### src/rtl/core/tea_pkg.sv
// Shared types and constants for the TEA block cipher pipeline.
package tea_pkg;

    localparam int          ROUNDS     = 32;
    localparam int          NUM_CELLS  = 2 * ROUNDS;
    localparam int          WORD_W     = 32;
    localparam int          NUM_KEYS   = 4;
    localparam int          KEY_IDX_W  = 2;
    localparam logic [31:0] TEA_DELTA  = 32'h9E37_79B9;
    // Starting sum for decryption: delta times the round count, modulo 2^32.
    localparam logic [31:0] SUM_DEC    = 32'(64'(TEA_DELTA) * 64'(ROUNDS));

    typedef enum logic {
        OP_ENCRYPT = 1'b0,
        OP_DECRYPT = 1'b1
    } tea_op_t;

    typedef enum logic [KEY_IDX_W-1:0] {
        KEY_WORD_0 = 2'd0,
        KEY_WORD_1 = 2'd1,
        KEY_WORD_2 = 2'd2,
        KEY_WORD_3 = 2'd3
    } tea_key_idx_t;

    // Block state handed from one half-round cell to the next.
    typedef struct packed {
        tea_op_t           op;
        logic [WORD_W-1:0] left;
        logic [WORD_W-1:0] right;
        logic [WORD_W-1:0] sum;
    } tea_word_t;

    typedef struct packed {
        logic [WORD_W-1:0] k3;
        logic [WORD_W-1:0] k2;
        logic [WORD_W-1:0] k1;
        logic [WORD_W-1:0] k0;
    } tea_key_t;

    // TEA round function of one half.
    function automatic logic [WORD_W-1:0] tea_mix(
        input logic [WORD_W-1:0] x,
        input logic [WORD_W-1:0] sum,
        input logic [WORD_W-1:0] ka,
        input logic [WORD_W-1:0] kb
    );
        tea_mix = ((x << 4) + ka) ^ (x + sum) ^ ((x >> 5) + kb);
    endfunction

endpackage

### src/rtl/core/tea_key_regs.sv
// Key register file written through the configuration port.
module tea_key_regs
    import tea_pkg::*;
(
    input  logic                 aclk,
    input  logic                 aresetn,
    input  logic                 cfg_we,
    input  logic [KEY_IDX_W-1:0] cfg_index,
    input  logic [WORD_W-1:0]    cfg_wdata,
    output tea_key_t             key
);

    tea_key_t key_reg;
    tea_key_t key_next;

    always_comb begin
        key_next = key_reg;
        if (cfg_we) begin
            unique case (tea_key_idx_t'(cfg_index))
                KEY_WORD_0: key_next.k0 = cfg_wdata;
                KEY_WORD_1: key_next.k1 = cfg_wdata;
                KEY_WORD_2: key_next.k2 = cfg_wdata;
                KEY_WORD_3: key_next.k3 = cfg_wdata;
                default:    key_next = key_reg;
            endcase
        end
    end

    always_ff @(posedge aclk) begin
        if (!aresetn) begin
            key_reg <= '0;
        end else begin
            key_reg <= key_next;
        end
    end

    assign key = key_reg;

endmodule

### config.mk
export PLATFORM = sky130hd
export DESIGN_NAME = tea_key_regs
export DESIGN_NICKNAME = d
export VERILOG_FILES = /design/src/rtl/core/tea_pkg.sv /design/src/rtl/core/tea_key_regs.sv
export SDC_FILE = /design/constraint.sdc
export NUM_CORES = 1
export LEC_CHECK = 0
export ABC_AREA = 0
export ABC_CLOCK_PERIOD_IN_PS = 1400
export CORE_UTILIZATION = 59
export CTS_BUF_LIST = sky130_fd_sc_hd__clkbuf_8
export DETAILED_ROUTE_END_ITERATION = 10
export DONT_BUFFER_PORTS = 1
export PLACE_DENSITY = 0.83
export SLEW_MARGIN = 30
export SYNTH_ARGS = -nofsm -noshare
export SYNTH_HDL_FRONTEND = slang
export SYNTH_SLANG_ARGS = --single-unit
### constraint.sdc
create_clock -name aclk -period 1.4 [get_ports aclk]
set_clock_uncertainty 0.15 [all_clocks]
set_input_delay 0.42 -clock aclk [delete_from_list [all_inputs] [get_ports aclk]]
set_output_delay 0.42 -clock aclk [all_outputs]
set_load 0.005 [all_outputs]
; After elaboration in Yosys (flattened, before gate mapping)
; Index checks and enable logic that the tools add are counted.
[totals]
regBits = 128
latchBits = 0
mem_bits_rw = 0
romBits = 0
input_bits = 37
n_memories = 0
[classes]
n_addsub = 0
multipliers = 0
div_mod_pow = 0
magnitude_cmp = 0
eq_ne = 3
n_shift = 0
n_mux = 0
n_bitwise = 0
n_reduce_logical = 5
[op_table]
columns = op, n
row1 = AND reduction 2 bit, 4
row2 = equality test 2 bit (second input constant), 2
row3 = equality test 2 x 1 -> 1 bit (second input constant), 1
row4 = logical NOT 2 bit, 1

; Depth between registers and ports, before layout
[depth]
depth_word = 2
ltp_mapped = 5

; Least setup slack after synthesis
; Ideal clock, no wire load.
[synth_path]
path_type = in2reg
startpoint = input port cfg_index[1]
endpoint = register key_reg (netlist bit key[10])
setup_ps = 120
t_arrival_ps = 1190
required_ps = 1130
setup_slack_ps = -60
path_stages = 4
n_path_buf = 2
cell_sequence = or3b_1 > buf_2 > buf_6 > mux2i_1
[synth_via]
elab_chain_cells = 2
[synth_rtl]
columns = element, line_no
row1 = "start, declared", tea_key_regs.sv:8  ; input logic [KEY_IDX_W-1:0] cfg_index,
row2 = logical NOT 2 bit, tea_key_regs.sv:19  ; unique case (tea_key_idx_t'(cfg_index))
row3 = AND reduction 2 bit (no source line), n/a
row4 = "end signal, assigned", tea_key_regs.sv:33  ; key_reg <= key_next;
row5 = "end, declared", tea_key_regs.sv:13  ; tea_key_t key_reg;
; No other way between the ends.
; A chain may end at the register's enable or synchronous reset.

; Worst setup path in the final report
[layout_path]
startpoint = register key_reg (netlist bit key[1])
endpoint = output port key[1] (netlist bit)
[layout_lines]
columns = element, line_no
row1 = "end, declared", tea_key_regs.sv:10  ; output tea_key_t key
; No word-level cell between the ends.

==> flow_summary_export.csv <==
group,metric,value,unit
outcome,outcome,"finished, final reports clean",
die,die_w,90.7,um
global_route,grt_pass1_vias,3502,
global_route,grt_pass1_wl,17.5,mm
power,power_leakage,2.70,nW
detailed_routing,wl,11.0,mm
power,power.density,1270,nW/um^2
cells_and_area,layout-drive-gt1-share,0.123,
clock_tree,clockRootBuffer,"clkbuf_8",
clock_tree,h-tree-depth,4,
clock_tree,clk_latency,0.42,ns
detailed_routing,wl_per_cell,18.3,um
worst_setup_path,crit_path_end_kind,"primary output",
synth,yosysTopAreaCell,"dfxtp_1",
timing,grt_setup_unrepaired,"no",
detailed_routing,num_vias,3327,
timing,max-slew-margin-rel,0.607,
clock_tree,clockBufferDepth,2,
placed_design,io_buffers,0,
synth,ys_warn_count,0,
placed_design,dp_cells,524,
detailed_routing,drc,0,
clock_tree,cts_sinks,128,
clock_tree,path_clk_slew,0.08,ns
worst_setup_path,cp-start-kind,"register",
worst_setup_path,crit_required,0.83,ns
global_route,grtUsageMet2,0.473,
placed_design,gp_congestion,0.730,
timing,fin_hold_ws,0.0178,ns
timing,fmax,0.732,GHz
cells_and_area,largest_register_ff_count,128,
power,peakVddDrop,0.000850,V
worst_setup_path,cp.arrival,0.80,ns
synth,syn-instance-count,453,
synth,yosys.area.top_type_share,0.552,
cells_and_area,area_delta_synth_final,20.1,%
timing,fin_crit_sh,0.975,
die,num_io_pins,165,
cells_and_area,antennaDiodeCount,0,
job,maxCapViolCount,0,
die,die_y,90.7,um
global_route,antenna_found_initial,0,
synth,synthTopCellsByArea,"dfxtp_1 55%, mux2i_1 28%, nand2_1 13%",
placed_design,dp_hpwl,6.30,mm
clock_tree,cts_setup_buffers,0,
global_route,use_met1,0.299,
placed_design,post-place-ws,-0.162,ns
detailed_routing,drt_iter0_markers,87,
global_route,grt_max_degree,119,
timing,finalCriticalPeriod,1.37,ns
timing,worst_pin_slew,0.590,ns
die,dieArea,8220,sq um
detailed_routing,viasPerCell,5.52,
global_route,grt_use_total,0.273,
synth,avgSynthCellArea,10.2,sq um
clock_tree,cts_tree,"yes",
cells_and_area,nNetsFinal,528,
power,p_total,7.09,mW
die,coreArea,7410,sq um
detailed_routing,drtPass1Iterations,4,
synth,yosysSeqAreaShare,0.552,
timing,finalSetupViolCount,0,
die,rows,31,
worst_setup_path,crit_fanout,2,
timing,layout_setup_ws,0.0343,ns
synth,synth_cell_types,10,
worst_setup_path,crit_type,"register to primary output",
global_route,grtUsageMet3,0.114,
timing,final-max-slew-violation-count,0,
worst_hold_path,hold_class,"input port to register",
clock_tree,cts_buffers,17,
detailed_routing,antenna_left,0,
cells_and_area,fill_cells,496,
synth,ys_ff_latch,128,
timing,final_hold_viol_count,0,
cells_and_area,fin_cells,603,
global_route,grt_overflow_total,0,
synth,syn-cell-area,4640,sq um
synth,synth_nets,490,
global_route,grt_most_used_layer,"met2",
die,start_util,0.626,
## worst register-to-register path: cells and delay by family, from the launching register on
family                 cells  cell delay [ns]
DFF                        1             0.37
muxes                      1             0.15
buffers and inverters      1             0.56
and+or+nand+nor            1             0.07
## synthesized netlist by cell type
cell type,count
buf_1,2
buf_6,3
buf_2,16
clkbuf_1,12
nand2_1,160
mux2i_1,128
or3b_1,1
nand3_1,1
dfxtp_1,128
nand3b_1,2
## report_power, final
group          switching, mW  total [mW]  internal [mW]
Sequential             0.106        3.88           3.77
Clock                   1.42        2.80           1.38
Combinational          0.220       0.409          0.189
Total                   1.74        7.09           5.35
## metal layers
metal / part of all wire / vias up
met5: 0 / -
met4: 0.016 / 0
met3: 0.087 / 15
met2: 0.50 / 135
met1: 0.40 / 1603
li1: - / 1574
## final timing paths
path	startpoint	end	slack [ns]	cells after the start
hold / removal	aresetn	key[49]	0.02	2
hold reg to reg	key[109]	key[109]	0.33	2
setup reg to reg	key[15]	key[15]	0.04	3
setup / recovery	key[1]	key[1]	0.03	0
## logic make-up (layout without fill, tap and decap cells)
kind of cell,Yosys count,after routing,synth area share
flip-flops,128,128,0.552
multiplexers,128,128,0.276
AND/OR/NAND/NOR,164,164,0.136
buffers and inverters,33,84,0.0359
## cells in the final DEF (no fill, tap or decap)
master          netlist  routed
nand2_1             160     160
dfxtp_2               0      22
nand3_2               0       1
bufinv_16             0       1
inv_6                 0       1
clkinvlp_4            0       4
clkinv_2              0       7
buf_12                0       6
dlymetal6s4s_1        0       2
nand3b_1              2       2
clkinv_4              0       2
dfxtp_1             128     106
dlygate4sd3_1         0      44
clkbuf_8              0      17
or3b_2                0       1
mux2i_1             128     128
## through the flow
| stage | util | cell area [sq um] | TNS (ns) |
|---|---|---|---|
| 2_1_floorplan | - | 4650 | -1.59 |
| 5_1_grt | 0.752 | 5570 | 0 |
| 4_1_cts | 0.746 | 5530 | 0 |
| 3_3_place_gp | 0.635 | 4700 | -4.70 |
| 3_5_place_dp | 0.635 | 4700 | -4.77 |
| 6_report | 0.752 | 5570 | 0 |
## final cells by class
class	count	area (sq um)	share of cell area
well taps	99	124	0.0222
repair buffers	52	586	0.105
multi-input cells	292	1920	0.344
clock inverters	15	121	0.0218
clock buffers	17	234	0.0420
flip-flops and latches	128	2590	0.465
## timing repair
item / CTS / global route
setup endpoints to repair: 0 / 38
hold endpoints to repair: 70 / 3
resized for setup: 0 / 24
hold buffers: 46 / 1
Power figures use the tool's default switching activity.
