File: config.mk
export PLATFORM = sky130hd
export DESIGN_NAME = tea_round_cell
export DESIGN_NICKNAME = d
export VERILOG_FILES = /design/src/rtl/core/tea_pkg.sv /design/src/rtl/core/tea_round_cell.sv
export SDC_FILE = /design/constraint.sdc
export NUM_CORES = 1
export LEC_CHECK = 0
export BUFFER_PORTS_ARGS = -buffer_cell sky130_fd_sc_hd__buf_2
export CORE_MARGIN = 5
export CORE_UTILIZATION = 35
export CTS_CLUSTER_SIZE = 20
export DETAILED_ROUTE_END_ITERATION = 10
export PLACE_DENSITY = 0.64
export SETUP_SLACK_MARGIN = 0.2
export SYNTH_ARGS = -nofsm -noshare
export SYNTH_HDL_FRONTEND = slang
export SYNTH_SLANG_ARGS = --single-unit
File: constraint.sdc
create_clock -name aclk -period 11.91 [get_ports aclk]
set_clock_uncertainty 0.15 [all_clocks]
set_input_delay 2.382 -clock aclk [delete_from_list [all_inputs] [get_ports aclk]]
set_output_delay 2.382 -clock aclk [all_outputs]
set_load 0.01 [all_outputs]
File: src/rtl/core/tea_pkg.sv
// Shared types and constants for the TEA block cipher pipeline.
package tea_pkg;

    localparam int          ROUNDS     = 32;
    localparam int          NUM_CELLS  = 2 * ROUNDS;
    localparam int          WORD_W     = 32;
    localparam int          NUM_KEYS   = 4;
    localparam int          KEY_IDX_W  = 2;
    localparam logic [31:0] TEA_DELTA  = 32'h9E37_79B9;
    // Starting sum for decryption: delta times the round count, modulo 2^32.
    localparam logic [31:0] SUM_DEC    = 32'(64'(TEA_DELTA) * 64'(ROUNDS));

    typedef enum logic {
        OP_ENCRYPT = 1'b0,
        OP_DECRYPT = 1'b1
    } tea_op_t;

    typedef enum logic [KEY_IDX_W-1:0] {
        KEY_WORD_0 = 2'd0,
        KEY_WORD_1 = 2'd1,
        KEY_WORD_2 = 2'd2,
        KEY_WORD_3 = 2'd3
    } tea_key_idx_t;

    // Block state handed from one half-round cell to the next.
    typedef struct packed {
        tea_op_t           op;
        logic [WORD_W-1:0] left;
        logic [WORD_W-1:0] right;
        logic [WORD_W-1:0] sum;
    } tea_word_t;

    typedef struct packed {
        logic [WORD_W-1:0] k3;
        logic [WORD_W-1:0] k2;
        logic [WORD_W-1:0] k1;
        logic [WORD_W-1:0] k0;
    } tea_key_t;

    // TEA round function of one half.
    function automatic logic [WORD_W-1:0] tea_mix(
        input logic [WORD_W-1:0] x,
        input logic [WORD_W-1:0] sum,
        input logic [WORD_W-1:0] ka,
        input logic [WORD_W-1:0] kb
    );
        tea_mix = ((x << 4) + ka) ^ (x + sum) ^ ((x >> 5) + kb);
    endfunction

endpackage

File: src/rtl/core/tea_round_cell.sv
// One TEA half-round cell with its own valid/ready handshake.
module tea_round_cell
    import tea_pkg::*;
(
    input  logic      aclk,
    input  logic      aresetn,
    input  logic      phase,      // 0 first half-round, 1 second half-round
    input  tea_key_t  key,
    input  logic      in_valid,
    output logic      in_ready,
    input  tea_word_t in_word,
    output logic      out_valid,
    input  logic      out_ready,
    output tea_word_t out_word
);

    logic              valid_reg;
    tea_word_t         word_reg;
    tea_word_t         word_next;
    logic              upd_left;
    logic [WORD_W-1:0] mix_val;

    // The left half is updated in the first half-round of encryption and the
    // second half-round of decryption; the right half otherwise.
    assign upd_left = (phase == (in_word.op == OP_DECRYPT));

    assign mix_val = upd_left ? tea_mix(in_word.right, in_word.sum, key.k0, key.k1)
                              : tea_mix(in_word.left,  in_word.sum, key.k2, key.k3);

    always_comb begin
        word_next = in_word;
        if (upd_left) begin
            word_next.left = (in_word.op == OP_DECRYPT) ? in_word.left - mix_val
                                                        : in_word.left + mix_val;
        end else begin
            word_next.right = (in_word.op == OP_DECRYPT) ? in_word.right - mix_val
                                                         : in_word.right + mix_val;
        end
        // The sum steps once per full round, after the second half.
        if (phase) begin
            word_next.sum = (in_word.op == OP_DECRYPT) ? in_word.sum - TEA_DELTA
                                                       : in_word.sum + TEA_DELTA;
        end
    end

    assign in_ready = !valid_reg || out_ready;

    always_ff @(posedge aclk) begin
        if (!aresetn) begin
            valid_reg <= 1'b0;
        end else if (in_ready) begin
            valid_reg <= in_valid;
        end
    end

    always_ff @(posedge aclk) begin
        if (in_ready && in_valid) begin
            word_reg <= word_next;
        end
    end

    assign out_valid = valid_reg;
    assign out_word  = word_reg;

endmodule

Yosys cells after proc, flatten, opt, wreduce, memory -nomap -nowiden

Cells that the tools add are included.

Bitwise operators: 4
Eq/ne operators: 1
Reduce and logical (&&, ||, !) cells: 3
Multiplexer cells: 7
Add/sub/neg operators: 12

Operators by type and width:

| kind                                      | count |
|---|---|
| 2-to-1 mux 32 bit                         | 7 |
| adder 32 bit                              | 6 |
| bitwise XOR 32 bit                        | 4 |
| adder 27 x 32 -> 32 bit                   | 2 |
| subtractor 32 bit                         | 2 |
| adder 32 bit (second input constant)      | 1 |
| subtractor 32 bit (second input constant) | 1 |
| equality test 1 bit                       | 1 |
| logical AND 1 bit                         | 1 |
| logical NOT 1 bit                         | 1 |
| logical OR 1 bit                          | 1 |

Input port bits: 230
Logic and storage cells: 32
Register bits after elaboration: 98

Logic depth before layout (Yosys ltp)

Depth in word-level cells: 7
Mapped depth: 37

Worst setup path before layout

OpenSTA, ideal clock, no wires.

Path type: input -> register
Start: input in_word[96] in the netlist's numbering
End: register word_reg (netlist bit out_word[92]), data pin
Slack: 2.290 ns
Data required time: 11.496 ns
Path buffers: 5
Data arrival time: 9.205 ns
Stages: 36
Path through: buf_2 > xor2_2 > clkbuf_1 > clkbuf_1 > buf_1 > buf_1 > o21ai_0 > inv_1 > ha_1 > o21ai_0 > nor2_1 > nor4b_1 > o211ai_1 > xnor2_1 > nor2_1 > a21oi_1 > ha_1 > o21a_1 > o21a_1 > o21a_1 > o21ai_0 > nand2b_1 > a31oi_1 > inv_1 > a21oi_1 > maj3_1 > a21boi_1 > o221ai_1 > a21oi_1 > o31ai_1 > a21boi_1 > o21ai_1 > maj3_1 > maj3_1 > xnor2_1 > o21ai_1

RTL lines:

| item                 | RTL line             | source |
|---|---|---|
| start, declared      | tea_round_cell.sv:11 | `input tea_word_t in_word,` |
| end signal, assigned | tea_round_cell.sv:58 | `word_reg <= word_next;` |
| end, declared        | tea_round_cell.sv:18 | `tea_word_t word_reg;` |

==> summary.md <==
The pin count of the biggest net entering global routing was 53. The residual overflow from global routing came out at 0. The number of max-slew violations in the final report is 0, and the average wire per cell in the routed design is 21.4 um. Power spread over the standard cell area amounts to 164 nW/um2. The via count of the first global-routing pass was 17400; the number of ports placed on the die boundary was 329. The synthesized netlist occupies a cell area of 18200 um2.

Detailed placement finished with a half-perimeter wire length of 56500 um. The overall global routing resource usage was 0.226; the total wire length after detailed routing was 67500 um. Internal power comes to 1740 uW. The logs give 0 for the count of antenna-violating nets left after detailed routing and 5263 for the number of fillers in the final layout. When the netlist entered floorplanning its net count stood at 2636. Counting every sink on the clock net gives 98. Path depth of the worst reg2reg path: 3. Sequential fraction of the synthesis area: 0.161. The buffer levels on the longest clock path came out at 2.

After floorplanning, the core was sized to cover 51400 um2. The fraction of registers with async set or reset after synthesis was 0; the H-tree level count was 3. Using the TritonRoute via totals, the vias-per-cell ratio works out to 5.61. STA puts the critical path data arrival time at 9.90 ns.

The logs give 0.086 for the portion of total power attributed to the clock network and 0.353 for the initial core utilization. For the number of remaining DRC errors, the log shows 0. Counting flops with a built-in enable in the synthesized netlist gives 97. The worst setup path category is in2reg.

The proportion of layout cells with a drive suffix above 1 is 0.179, and the net switching power figure is 1690 uW. The worst setup path is captured at a register. The number of different library cells used by synthesis comes to 104. The run gives 0.752 as the relative contribution of combinational cells to total power. The critical path's slowest cell was sky130_fd_sc_hd__nor4b_1.

The number of standard cells after synthesis was 2156. The most used flip-flop cell after synthesis was sky130_fd_sc_hd__edfxtp_1. After clock tree synthesis, the flow added hold-fix buffers numbering 0.

The count of buffers added on input and output ports is 328. Max-cap violations in this run came to 0. The first global-routing pass estimated 99800 um of wire. For the pin with the worst max-slew slack, the measured transition is 1.07 ns.

The final period utilization came out at 0.825. Summing all multi-input logic gate instances after layout gives 14800 um2. A synthesized cell averages 8.43 um2. From synthesis to final layout, the design area changed by 15.0%. The number of clock buffers added by TritonCTS is 9. The sequential group share of total power was 0.162; the die outline area was 56600 um2. The horizontal die dimension was 238 um; the clock insertion delay at the later pin of the skew report was 0.38 ns.

The headroom to the max-slew limit is 0.282, and the delay of the slowest cell on the worst path is 0.66 ns. After synthesis the netlist holds a flip-flop and latch count of 98. The switching part of the total power is 0.493, and the number of failing setup endpoints in the final timing report is 0.

The clock period could shrink to 9.83 ns. The type of the worst min-delay path is reg2reg. During synthesis, Yosys emitted a total of 0 warnings. Cell leakage power: 0.00923 uW. Setup repair after global routing left no endpoint under its margin. The violation count after the first detailed-routing iteration was 1349. STA classifies the critical path startpoint as a primary input.

For the number of antenna violations at the first check in global routing, the log shows 13. The cell that appears most often on the critical path is sky130_fd_sc_hd__o21a_1. Total power after layout: 3430 uW.

After clock tree synthesis, the clock-pin slew on the worst setup and hold paths is 0.08 ns. The number of endpoints with negative hold slack in the final report is 0, and the storage element area is 2930 um2. Once the clock tree was built, the resizer swapped 0 gates to a different size. The run gives 0.0000648 V as the maximum VDD drop.

The worst hold path was traced through 2 stages. The detailed router placed 17700 vias in this run. Global placement routability congestion: 0.907. TritonCTS built the clock tree. The final core utilization was 0.406.

The floorplan step set the die height to 238 um. The run finished with clean final reports. Of all nets on the critical path, the largest fanout is 5. For this run, the detailed router's first-pass iteration total came to 5. In this run the core area contains 83 standard-cell rows.

Static timing analysis puts the maximum clock frequency at 102 MHz. The cell sitting at the root of the clock tree is a sky130_fd_sc_hd__clkbuf_16. The tools report the post-CTS setup-driven buffer insertion count as 0.

The required time of the worst setup path was 11.98 ns. In the final timing run, aggregate negative setup slack is 0 ns. The tools report the number of nets in the layout as 2943.
==> cell families after synthesis <==
logic type	count (synthesis)	share of synthesized area
xor+xnor	403	0.204
compound gates	703	0.257
flops	98	0.161
fa+ha+maj	261	0.182
buf+inv	111	0.0236
simple gates	529	0.141
mux	51	0.0302
==> Yosys cell counts (29+ instances only) <==
cell type | count | share of area
sky130_fd_sc_hd__xnor2_1 | 294 | 0.14
sky130_fd_sc_hd__ha_1 | 241 | 0.17
sky130_fd_sc_hd__a21oi_1 | 191 | 0.053
sky130_fd_sc_hd__nand2_1 | 175 | 0.036
sky130_fd_sc_hd__nor2_1 | 130 | 0.027
sky130_fd_sc_hd__o21ai_0 | 122 | 0.034
sky130_fd_sc_hd__a21o_1 | 102 | 0.042
sky130_fd_sc_hd__edfxtp_1 | 97 | 0.16
sky130_fd_sc_hd__xor2_1 | 95 | 0.046
sky130_fd_sc_hd__inv_1 | 69 | 0.014
sky130_fd_sc_hd__nand3_1 | 38 | 0.010
sky130_fd_sc_hd__nor3_1 | 34 | 0.0094
sky130_fd_sc_hd__nand2b_1 | 29 | 0.010
sky130_fd_sc_hd__o21a_1 | 29 | 0.012
==> through the flow <==
| stage | instances | setup slack [ns] | hold slack, ns | area (um2) |
|---|---|---|---|---|
| finish | 3157 | 2.08 | 0.392 | 20900 |
| global route | 3154 | 1.70 | 0.439 | 20900 |
| CTS | 3147 | 2.22 | 0.396 | 20900 |
| detailed placement | 3132 | 1.82 | 0.388 | 20600 |
| global placement | 3132 | 1.96 | 0.353 | 20600 |
| floorplan | 2156 | 2.29 | 0.460 | 18200 |
==> flip-flops by register name, indices dropped and copies added (netlist names) <==
signal     flops
out_word      97
out_valid      1
==> path summary, 6_finish.rpt <==
check / startpoint / end / slack (ns)
hold reg to reg: out_valid$_SDFFE_PN0N_ / out_valid$_SDFFE_PN0N_ / 0.39
setup reg to reg: out_valid$_SDFFE_PN0N_ / out_word[68]$_DFFE_PP_ / 9.60
hold / removal: out_valid$_SDFFE_PN0N_ / out_valid$_SDFFE_PN0N_ / 0.39
setup / recovery: in_word[69] / out_word[93]$_DFFE_PP_ / 2.08
==> layer usage <==
layer | part of all wire | track usage | routed length (um)
met5 | 0.00068 | 0 | 46
met4 | 0.022 | 0.0595 | 1460
met3 | 0.066 | 0.0331 | 4480
met2 | 0.45 | 0.370 | 30600
met1 | 0.46 | 0.314 | 30900
==> cell type report <==
class,count,area share
diodes,10,0.00120
clock buffers,9,0.0108
clock inverters,6,0.00228
inverters,69,0.0124
multi-input cells,1947,0.710
flip-flops and latches,98,0.140
well taps,680,0.0407
repair buffers,338,0.0822
==> critical path: cells and delay by family <==
kind / cells / cell delay, ns
adder cells (fa/ha/maj): 4 / 1.38
buffers and inverters: 1 / 0.15
multiplexers: 1 / 0.16
AO/OA/AOI/OAI: 20 / 4.25
AND/OR/NAND/NOR: 7 / 1.36
XOR/XNOR: 1 / 0.20
==> power groups by stage <==
stage	sequential (uW)	combinational [uW]	clock, uW
after floorplan	590	1850	0
after global placement	563	2480	0
after detailed placement	565	2530	0
after CTS	558	2550	300
after global routing	560	2810	317
final	556	2580	296
==> layout by cell type (no fill, tap or decap), types with 13 or more instances in the layout <==
cell type	n
sky130_fd_sc_hd__buf_2	328
sky130_fd_sc_hd__xnor2_1	293
sky130_fd_sc_hd__ha_1	241
sky130_fd_sc_hd__a21oi_1	191
sky130_fd_sc_hd__nand2_1	175
sky130_fd_sc_hd__nor2_1	130
sky130_fd_sc_hd__o21ai_0	122
sky130_fd_sc_hd__a21o_1	102
sky130_fd_sc_hd__edfxtp_1	97
sky130_fd_sc_hd__xor2_1	95
sky130_fd_sc_hd__inv_1	69
sky130_fd_sc_hd__nand3_1	38
sky130_fd_sc_hd__nor3_1	34
sky130_fd_sc_hd__o21a_1	29
sky130_fd_sc_hd__nand2b_1	29
sky130_fd_sc_hd__a31oi_1	28
sky130_fd_sc_hd__mux2_2	27
sky130_fd_sc_hd__mux2i_1	23
sky130_fd_sc_hd__a211oi_1	21
sky130_fd_sc_hd__o31ai_1	21
sky130_fd_sc_hd__o211ai_1	19
sky130_fd_sc_hd__and2_1	18
sky130_fd_sc_hd__o21ai_1	18
sky130_fd_sc_hd__and3_1	17
sky130_fd_sc_hd__o21bai_1	16
sky130_fd_sc_hd__nor2b_1	13
sky130_fd_sc_hd__a21boi_0	13
sky130_fd_sc_hd__or2_2	13
Note: power is estimated with default switching activity, not from simulation.
